===== src/hdl/rgbhsv_pkg.sv =====
`timescale 1ns / 1ps

package rgbhsv_pkg;

  // channel width and field widths
  localparam int CH_W  = 8;
  localparam int HUE_W = 15;
  localparam int SAT_W = 17;

  // stream word widths, padded to whole bytes
  localparam int IN_W  = ((3 * CH_W + 7) / 8) * 8;
  localparam int OUT_W = ((HUE_W + SAT_W + CH_W + 7) / 8) * 8;

  // divider shape: quotient bits, bits retired per stage, stage count
  localparam int Q_W        = 18;
  localparam int STEP_BITS  = 2;
  localparam int DIV_STAGES = Q_W / STEP_BITS;
  localparam int NUM_W      = CH_W + Q_W;
  localparam int REM_W      = CH_W;

  // hue constants in 1/64 degree, saturation fraction bits
  localparam int HUE_SIXTY = 60 * 64;
  localparam int HUE_120   = 120 * 64;
  localparam int HUE_240   = 240 * 64;
  localparam int HUE_360   = 360 * 64;
  localparam int SAT_FRAC  = 16;

  // which channel holds the maximum
  typedef enum logic [1:0] {
    SEL_RED,
    SEL_GREEN,
    SEL_BLUE
  } hue_sel_t;

  // restoring division, STEP_BITS quotient bits; returns {remainder, quotient bits}
  function automatic logic [REM_W+STEP_BITS-1:0] div_step(
    input logic [REM_W-1:0]     rem,
    input logic [STEP_BITS-1:0] bits,
    input logic [REM_W-1:0]     den
  );
    logic [REM_W:0]         trial;
    logic [REM_W-1:0]       r;
    logic [STEP_BITS-1:0]   q;
    r = rem;
    q = '0;
    for (int i = STEP_BITS - 1; i >= 0; i--) begin
      trial = {r, bits[i]};
      if (trial >= {1'b0, den}) begin
        trial = trial - {1'b0, den};
        q[i]  = 1'b1;
      end
      r = trial[REM_W-1:0];
    end
    return {r, q};
  endfunction

endpackage


===== src/hdl/rgb_to_hsv.sv =====
`timescale 1ns / 1ps

// rgb_to_hsv: converts one RGB pixel per word into hue, saturation and value.
// Input stream: in_tdata carries red, green, blue (8 bits each, red lowest).
// Output stream: out_tdata carries hue (15 bits, 1/64 degree, floored),
// saturation (17 bits, Q1.16, floored) and brightness (the largest channel).
// A grey pixel gives hue 0, a black pixel gives saturation 0; ties for the
// largest channel go to red, then green.
// Throughput: one pixel per clock while no stall holds the pipeline. From the input
// handshake to out_tvalid there is one stage for max/min, one for the hue
// numerator, nine stages of a pipelined restoring divider (two quotient
// bits per stage, hue and saturation side by side), one output register.
// Stalls: the output register is backed by a one-word skid buffer; when the
// skid holds a word the whole pipeline freezes and in_tready drops, so no
// word is lost or repeated. in_tready comes from a register only.
// Reset (rst_n low, synchronous) empties every stage; in_tready is high
// right after reset.
module rgb_to_hsv (
  input  logic                      clk,
  input  logic                      rst_n,
  input  logic                      in_tvalid,
  output logic                      in_tready,
  input  logic [rgbhsv_pkg::IN_W-1:0]  in_tdata,   // red, green, blue
  output logic                      out_tvalid,
  input  logic                      out_tready,
  output logic [rgbhsv_pkg::OUT_W-1:0] out_tdata   // hue, saturation, brightness
);
  import rgbhsv_pkg::*;

  typedef struct packed {
    logic [REM_W-1:0] h_rem;
    logic [Q_W-1:0]   h_word;
    logic [REM_W-1:0] h_den;
    logic [REM_W-1:0] s_rem;
    logic [Q_W-1:0]   s_word;
    logic [REM_W-1:0] s_den;
    logic             h_zero;
    logic             s_zero;
  } div_stage_t;

  logic en;

  // input unpack
  logic [CH_W-1:0] red, green, blue;
  assign red   = in_tdata[CH_W-1:0];
  assign green = in_tdata[2*CH_W-1:CH_W];
  assign blue  = in_tdata[3*CH_W-1:2*CH_W];

  // stage 1: max, min, difference and sector
  logic                   v1_r;
  logic [CH_W-1:0]        hi1_r, hi1_nxt;
  logic [CH_W-1:0]        delta1_r, delta1_nxt;
  logic signed [CH_W:0]   diff1_r, diff1_nxt;
  hue_sel_t               sel1_r, sel1_nxt;
  logic [CH_W-1:0]        lo_c;

  always_comb begin
    hi1_nxt = (red > green) ? red : green;
    hi1_nxt = (hi1_nxt > blue) ? hi1_nxt : blue;
    lo_c    = (red < green) ? red : green;
    lo_c    = (lo_c < blue) ? lo_c : blue;
    delta1_nxt = hi1_nxt - lo_c;
    if (hi1_nxt == red) begin
      sel1_nxt  = SEL_RED;
      diff1_nxt = {1'b0, green} - {1'b0, blue};
    end else if (hi1_nxt == green) begin
      sel1_nxt  = SEL_GREEN;
      diff1_nxt = {1'b0, blue} - {1'b0, red};
    end else begin
      sel1_nxt  = SEL_BLUE;
      diff1_nxt = {1'b0, red} - {1'b0, green};
    end
  end

  // stage 2: hue numerator 64 * hue * delta, folded into [0, 360), and saturation numerator delta << SAT_FRAC
  logic [HUE_W-1:0]       off_c;
  logic signed [NUM_W:0]  sixty_term, off_term, num_s;
  logic [NUM_W-1:0]       num_c, sat_num_c;
  div_stage_t             div0_nxt;

  always_comb begin
    case (sel1_r)
      SEL_RED:   off_c = diff1_r[CH_W] ? HUE_W'(HUE_360) : '0;
      SEL_GREEN: off_c = HUE_W'(HUE_120);
      SEL_BLUE:  off_c = HUE_W'(HUE_240);
      default:   off_c = '0;
    endcase
    sixty_term = $signed((NUM_W+1)'(HUE_SIXTY)) * $signed((NUM_W+1)'(diff1_r));
    off_term   = $signed({1'b0, NUM_W'(off_c) * NUM_W'(delta1_r)});
    num_s      = sixty_term + off_term;
    num_c      = num_s[NUM_W-1:0];
    sat_num_c  = NUM_W'(delta1_r) << SAT_FRAC;

    div0_nxt.h_rem  = num_c[NUM_W-1:Q_W];
    div0_nxt.h_word = num_c[Q_W-1:0];
    div0_nxt.h_den  = delta1_r;
    div0_nxt.s_rem  = sat_num_c[NUM_W-1:Q_W];
    div0_nxt.s_word = sat_num_c[Q_W-1:0];
    div0_nxt.s_den  = hi1_r;
    div0_nxt.h_zero = (delta1_r == '0);
    div0_nxt.s_zero = (hi1_r == '0);
  end

  // divider stages: each retires STEP_BITS quotient bits of both divisions
  logic [DIV_STAGES:0] dv_r;
  div_stage_t          div_r   [DIV_STAGES+1];
  div_stage_t          div_nxt [DIV_STAGES+1];

  always_comb begin
    logic [REM_W+STEP_BITS-1:0] hs, ss;
    div_nxt[0] = div0_nxt;
    for (int k = 1; k <= DIV_STAGES; k++) begin
      hs = div_step(div_r[k-1].h_rem, div_r[k-1].h_word[Q_W-1 -: STEP_BITS],
                    div_r[k-1].h_den);
      ss = div_step(div_r[k-1].s_rem, div_r[k-1].s_word[Q_W-1 -: STEP_BITS],
                    div_r[k-1].s_den);
      div_nxt[k]        = div_r[k-1];
      div_nxt[k].h_rem  = hs[REM_W+STEP_BITS-1:STEP_BITS];
      div_nxt[k].h_word = {div_r[k-1].h_word[Q_W-STEP_BITS-1:0], hs[STEP_BITS-1:0]};
      div_nxt[k].s_rem  = ss[REM_W+STEP_BITS-1:STEP_BITS];
      div_nxt[k].s_word = {div_r[k-1].s_word[Q_W-STEP_BITS-1:0], ss[STEP_BITS-1:0]};
    end
  end

  // brightness travels alongside the divider
  logic [CH_W-1:0] bright_r [DIV_STAGES+1];

  // pipeline valid bits
  always_ff @(posedge clk) begin
    if (!rst_n) begin
      v1_r <= 1'b0;
      dv_r <= '0;
    end else if (en) begin
      v1_r <= in_tvalid;
      dv_r <= {dv_r[DIV_STAGES-1:0], v1_r};
    end
  end

  // pipeline payload
  always_ff @(posedge clk) begin
    if (en) begin
      hi1_r    <= hi1_nxt;
      delta1_r <= delta1_nxt;
      diff1_r  <= diff1_nxt;
      sel1_r   <= sel1_nxt;
      bright_r[0] <= hi1_r;
      for (int k = 0; k <= DIV_STAGES; k++) begin
        div_r[k] <= div_nxt[k];
      end
      for (int k = 1; k <= DIV_STAGES; k++) begin
        bright_r[k] <= bright_r[k-1];
      end
    end
  end

  // final word from the last divider stage
  logic [HUE_W-1:0]  hue_c;
  logic [SAT_W-1:0]  sat_c;
  logic [OUT_W-1:0]  word_c;
  logic              pv;

  assign pv     = dv_r[DIV_STAGES];
  assign hue_c  = div_r[DIV_STAGES].h_zero ? '0 : div_r[DIV_STAGES].h_word[HUE_W-1:0];
  assign sat_c  = div_r[DIV_STAGES].s_zero ? '0 : div_r[DIV_STAGES].s_word[SAT_W-1:0];
  assign word_c = OUT_W'({bright_r[DIV_STAGES], sat_c, hue_c});

  // output register with one-word skid buffer
  logic             out_valid_r, skid_valid_r;
  logic [OUT_W-1:0] out_data_r, skid_data_r;
  logic             out_free;

  assign en       = !skid_valid_r;
  assign out_free = !out_valid_r || out_tready;

  always_ff @(posedge clk) begin
    if (!rst_n) begin
      out_valid_r  <= 1'b0;
      skid_valid_r <= 1'b0;
    end else if (out_free) begin
      if (skid_valid_r) begin
        out_valid_r  <= 1'b1;
        skid_valid_r <= 1'b0;
      end else begin
        out_valid_r <= pv;
      end
    end else if (en && pv) begin
      skid_valid_r <= 1'b1;
    end
  end

  always_ff @(posedge clk) begin
    if (out_free) begin
      out_data_r <= skid_valid_r ? skid_data_r : word_c;
    end
    if (!out_free && en && pv) begin
      skid_data_r <= word_c;
    end
  end

  assign in_tready  = en;
  assign out_tvalid = out_valid_r;
  assign out_tdata  = out_data_r;

endmodule

===== config.mk =====
export PLATFORM = sky130hd
export DESIGN_NAME = rgb_to_hsv
export DESIGN_NICKNAME = d
export VERILOG_FILES = /design/src/hdl/rgbhsv_pkg.sv /design/src/hdl/rgb_to_hsv.sv
export SDC_FILE = /design/constraint.sdc
export NUM_CORES = 2
export LEC_CHECK = 0
export ABC_CLOCK_PERIOD_IN_PS = 28500
export BUFFER_PORTS_ARGS = -buffer_cell sky130_fd_sc_hd__buf_2
export CORE_ASPECT_RATIO = 1.4
export CORE_MARGIN = 2
export CORE_UTILIZATION = 55
export CTS_CLUSTER_SIZE = 24
export DETAILED_ROUTE_END_ITERATION = 6
export GPL_ROUTABILITY_DRIVEN = 0
export PLACE_DENSITY = 0.7
export SYNTH_ARGS = -nofsm -noshare
export SYNTH_HDL_FRONTEND = slang
export SYNTH_SLANG_ARGS = --single-unit

===== constraint.sdc =====
create_clock -name clk -period 28.5 [get_ports clk]
set_input_delay 0 -clock clk [delete_from_list [all_inputs] [get_ports clk]]
set_output_delay 0 -clock clk [all_outputs]
set_load 0.05 [all_outputs]

Word level (Yosys, flattened, before mapping)
Memories as Yosys holds them, arrays and structs flattened.
Index checks and enable logic that the tools add are counted.

storage, ports and cells
  flip-flop bits (word level) = 120
  RAM bits = 780
  input port bits = 28
  output and inout port bits = 42
  word-level logic and storage cells = 197
  memories = 2

memory list
  name      depth  width  rd ports  clocked after Yosys merged registers in  wr ports  RTL line           RTL
  div_r     10     70     10        0                                        10        rgb_to_hsv.sv:106  div_stage_t div_r [DIV_STAGES+1];
  bright_r  10     8      10        0                                        10        rgb_to_hsv.sv:126  logic [CH_W-1:0] bright_r [DIV_STAGES+1];

operators by class
  $add $sub $neg = 41
  multipliers = 2
  order comparisons = 40
  equality and inequality tests = 4
  muxes and demuxes = 86
  bitwise gates (word level) = 1
  reductions and logical operators = 11

operator list
  operator                                             number
  >= comparator 9 x 8 -> 1 bit                         36
  2-to-1 mux 8 bit                                     40
  subtractor 8 bit                                     37
  one-hot mux 15 bit (3 select lines)                  1
  2-to-1 mux 40 bit                                    1
  2-to-1 mux 1 bit                                     38
  2-to-1 mux 15 bit                                    2
  subtractor 8 x 8 -> 9 bit                            3
  adder 22 x 24 -> 25 bit                              1
  multiplier 15 x 8 -> 23 bit                          1
  2-to-1 mux 9 bit                                     2
  2-to-1 mux 17 bit                                    1
  equality test 8 bit                                  2
  > comparator 8 bit                                   2
  logical NOT 8 bit                                    2
  < comparator 8 bit                                   2
  multiplier 5 x 9 -> 14 bit, first input constant     1
  logical AND 1 bit                                    3
  logical NOT 1 bit                                    3
  equality test 2 x 1 -> 1 bit, second input constant  1
  equality test 2 bit, second input constant           1
  logical NOT 2 bit                                    1
  2-to-1 mux 2 bit                                     1
  OR reduction 2 bit                                   1
  2 further kinds                                      2

Depth between registers and ports, before layout
  word-level depth = 7
  mapped depth = 27
  mapped depth without buffers = 26

Worst setup path before layout
No wires, ideal clock.

  path kind = reg2reg
  from = register skid_valid_r
  to = register out_data_r[23], in the netlist out_tdata[23], data pin
  setup time = 235 ps
  data arrival time = 16814 ps
  data required time = 28265 ps
  setup slack = 11452 ps
  cell stages (with the launch flop) = 5
  path buffers = 2
  clock period less this slack = 17048 ps
  cell sequence = dfxtp_1 -> clkbuf_1 -> clkinv_1 -> clkbuf_1 -> mux2_2

between the ends
  cells in the longest elaborated chain, start to end = 1

RTL lines
  element                 RTL line           RTL
  from (decl)             rgb_to_hsv.sv:168  logic out_valid_r, skid_valid_r;
  from (signal assigned)  rgb_to_hsv.sv:178  skid_valid_r <= 1'b0;
  from (signal assigned)  rgb_to_hsv.sv:182  skid_valid_r <= 1'b0;
  from (signal assigned)  rgb_to_hsv.sv:187  skid_valid_r <= 1'b1;
  2-to-1 mux 40 bit       rgb_to_hsv.sv:193  out_data_r <= skid_valid_r ? skid_data_r : word_c;
  to (signal assigned)    rgb_to_hsv.sv:193
  to (decl)               rgb_to_hsv.sv:169  logic [OUT_W-1:0] out_data_r, skid_data_r;

No other way between the ends.
A chain may end at the register's enable or synchronous reset.

==> results by group <==
Clocking
  • Root Driver: clkbuf_16
  • H-tree Lvls: 2
  • Clk_lat worst skew: 0.66 ns
  • Clock sink count: 602
  • CTS tree: yes
  • Clock buffer depth: 3
  • Number of CTS-inserted buffers: 59
  • Clock slew at reported path FFs: roughly 0.070 ns

Placed design
  • # port buffers: between 60 and 70
  • HPWL after DPL: around 59000 um

Floorplanning
  • DIE HEIGHT: about 320 um
  • Core Rows: 114
  • Initial Util: 55.8%
  • Placeable Area: approximately 69000 sq um
  • I/O pin total: 70
  • Die area: between 70000 and 80000 sq um
  • Die Width: 228 um

Timing
  • Setup TNS Final: 0 ns
  • Worst-Margin Slew: 1.12 ns
  • Pins Over Slew Limit: 0
  • Maximum clock rate: 0.154 GHz
  • Final setup viols: 0
  • Max-slew headroom: 25.2%
  • Unrepaired setup endpoints after global routing: no
  • Worst clock skew: between 0.04 and 0.05 ns
  • Hold Fails Final Rpt: 0
  • Final Cycle Share: 22.8%
  • Final min period: roughly 6.5 ns

Cells and area
  • Sequential Area: approximately 18000 sq um
  • Multi-input gate area: between 15000 and 20000 sq um
  • Layout fillers: ~5.4k
  • Most common cell after layout, fill and taps aside: edfxtp_1
  • Final #Nets: roughly 3.9k
  • Synth-to-layout area growth: 9.16%
  • Share of layout cells above drive strength 1: 14.4%
  • Most frequent cells in the layout: edfxtp_1, inv_1, ha_1, mux2_2, nor2_1
  • # diodes: 0

Detailed routing
  • 1st-pass router iterations: 5
  • # DRC: 0
  • Vias: approximately 25k
  • DRT iter0 DRCs: around 1.0k
  • Vias/cell: between 5 and 6
  • Total wire length: between 70000 and 80000 um
  • WL/cell: 17.3 um
  • Antenna-violating nets left: 0

Setup path
  • CP max stage delay: 0.55 ns
  • CP max FO: 9
  • FF-to-FF Start: sel1_r[0]
  • Worst setup EP type: register
  • WP buf/inv: 6
  • CP max-delay cell: fa_1
  • Reg2Reg Setup Slack: between 20 and 25 ns
  • Worst Setup Path Type: register to register
  • Most frequent CP cell: inv_1
  • Largest delay share family, worst path: adder cells
  • Critical path arrival: roughly 6.9 ns
  • Worst endpoint required time: 28.88 ns
  • RR Endpoint: div_r[0][66]
  • Worst Reg-to-Reg Cells: 25
  • Worst Setup Start Kind: register

Yosys
  • Yosys top cell area share: between 40% and 50%
  • Leading area contributor after synthesis: edfxtp_1
  • Yosys Warn Count: 0
  • Post-synth EDFFs: around 600
  • Unique cell type count in the Yosys netlist: 84
  • Synth Register Bits: ~600
  • Mapped Area: approximately 39000 sq um
  • Top FF cell, synth: edfxtp_1
  • Synth top area cells: edfxtp_1, ha_1, mux2_2, inv_1, fa_1
  • Syn avg cell area: 11.6 sq um
  • Post-synthesis sequential area ratio: between 40% and 50%
  • Mapped Cells: ~3.3k
  • Ys async rst share: 0%
  • Syn nets: roughly 3.8k

GRT
  • Total global-route track usage: between 20% and 30%
  • Vias in the first global route: 26.7k
  • Gr ovfl total: 0
  • First-pass GRT wire length: between 100000 and 150000 um
  • Initial antenna violation count: 0
  • Pin count of the biggest net entering global routing: about 150

Job
  • Max cap viols: 0

Min path
  • Worst Hold Path EP: diff1_r[0]
  • Worst hold stages: 4
  • HP Start: in_tdata[0]
  • Worst Hold Class: input pin to register

Run status
  • Outcome: completed
[synth_stat cells, types with 12 or more instances]
cell	instances
and2_1	45
nand2b_1	22
and3_1	28
a21boi_0	32
inv_1	410
nor3_1	49
xor2_1	70
xnor2_1	136
nand3_1	29
a31oi_1	12
nor2b_1	117
ha_1	396
o21a_1	40
edfxtp_1	589
o21bai_1	25
o211ai_1	12
nor2_1	183
o21ai_0	161
mux2i_1	52
fa_1	66
a21oi_1	176
or2_2	28
clkbuf_1	28
nand2_1	123
mux2_2	258
dfxtp_1	13
nand4_1	33
a21o_1	31
[worst register-to-register path, stage by stage, from the launching register on]
cell	delay (ns)
edfxtp_1	0.36
inv_1	0.09
ha_1	0.42
inv_1	0.06
a21oi_1	0.45
nand2_1	0.19
fa_1	0.53
fa_1	0.55
inv_1	0.05
fa_1	0.53
inv_1	0.06
fa_1	0.52
inv_1	0.04
ha_1	0.33
inv_1	0.07
o21bai_1	0.07
a21oi_1	0.23
o21bai_1	0.10
a21oi_1	0.25
xnor2_1	0.16
ha_1	0.32
nand3_1	0.10
a311oi_1	0.06
a2111o_1	0.42
a21oi_1	0.20
xnor2_1	0.11
[area by class of cell]
cell class / count / share of cell area (%)
clock buffers: 64 / 3.55
clock inverters: 46 / 1.23
inverters: 411 / 3.68
multi-input cells: 2264 / 45.0
flip-flops and latches: 602 / 42.6
well taps: 928 / 2.76
repair buffers: 86 / 1.18
[flip-flops by register name, indices dropped and copies added (netlist names)]
name          flops
hi1_r             8
dv_r             10
skid_data_r      40
sel1_r            2
bright_r         70
skid_valid_r      1
delta1_r          8
diff1_r           9
out_tdata        40
v1_r              1
div_r           412
out_tvalid        1
[through the flow]
stage	setup WS (ns)	hold WS (ns)	std cells	util, %	instance area [sq um]
floorplan	11.45	0.128	3312	-	38600
global placement	22.16	0.266	4282	57.8	40000
detailed placement	22.03	0.296	4282	57.8	40000
CTS	22.02	0.00330	4401	60.9	42100
global route	21.56	0.0439	4401	60.9	42100
finish	22.00	0.0452	4401	60.9	42100
[worst max path at each step]
stage,from,end,slack (ns),depth (start not counted)
finish,sel1_r[0],div_r[0][66],22.00,25
global route,diff1_r[8],div_r[0][66],21.56,23
CTS,sel1_r[1],div_r[0][66],22.02,25
detailed placement,sel1_r[1],div_r[0][66],22.03,25
global placement,sel1_r[1],div_r[0][66],22.16,25
floorplan,skid_valid_r,out_tdata[23],11.45,4
[kinds of logic after synthesis]
group           Yosys count  synth area share [%]
compound gates          594                  10.1
buf+inv                 446                  4.39
flops                   602                  46.5
mux                     310                  8.88
xor+xnor                206                  4.68
simple gates            692                  9.12
fa+ha+maj               462                  16.3
[per-layer routing]
layer  GRT usage (%)  share of wire [%]  vias to the layer above
li1                -                  -                    12100
met1            20.2                 35                    12000
met2            42.5                 56                      583
met3            2.53                3.1                      273
met4            13.2                6.2                        0
met5               0                  0                        -
[repair_timing]
action | in CTS | in global routing
gates resized for setup | 0 | 0
setup buffers | 0 | 0
endpoints found under the hold margin | 18 | 0
hold buffers | 9 | 0
Power is left out: the tool's default activity adds up to more than one toggle a clock period on the data nets, which glitch-free logic cannot reach.
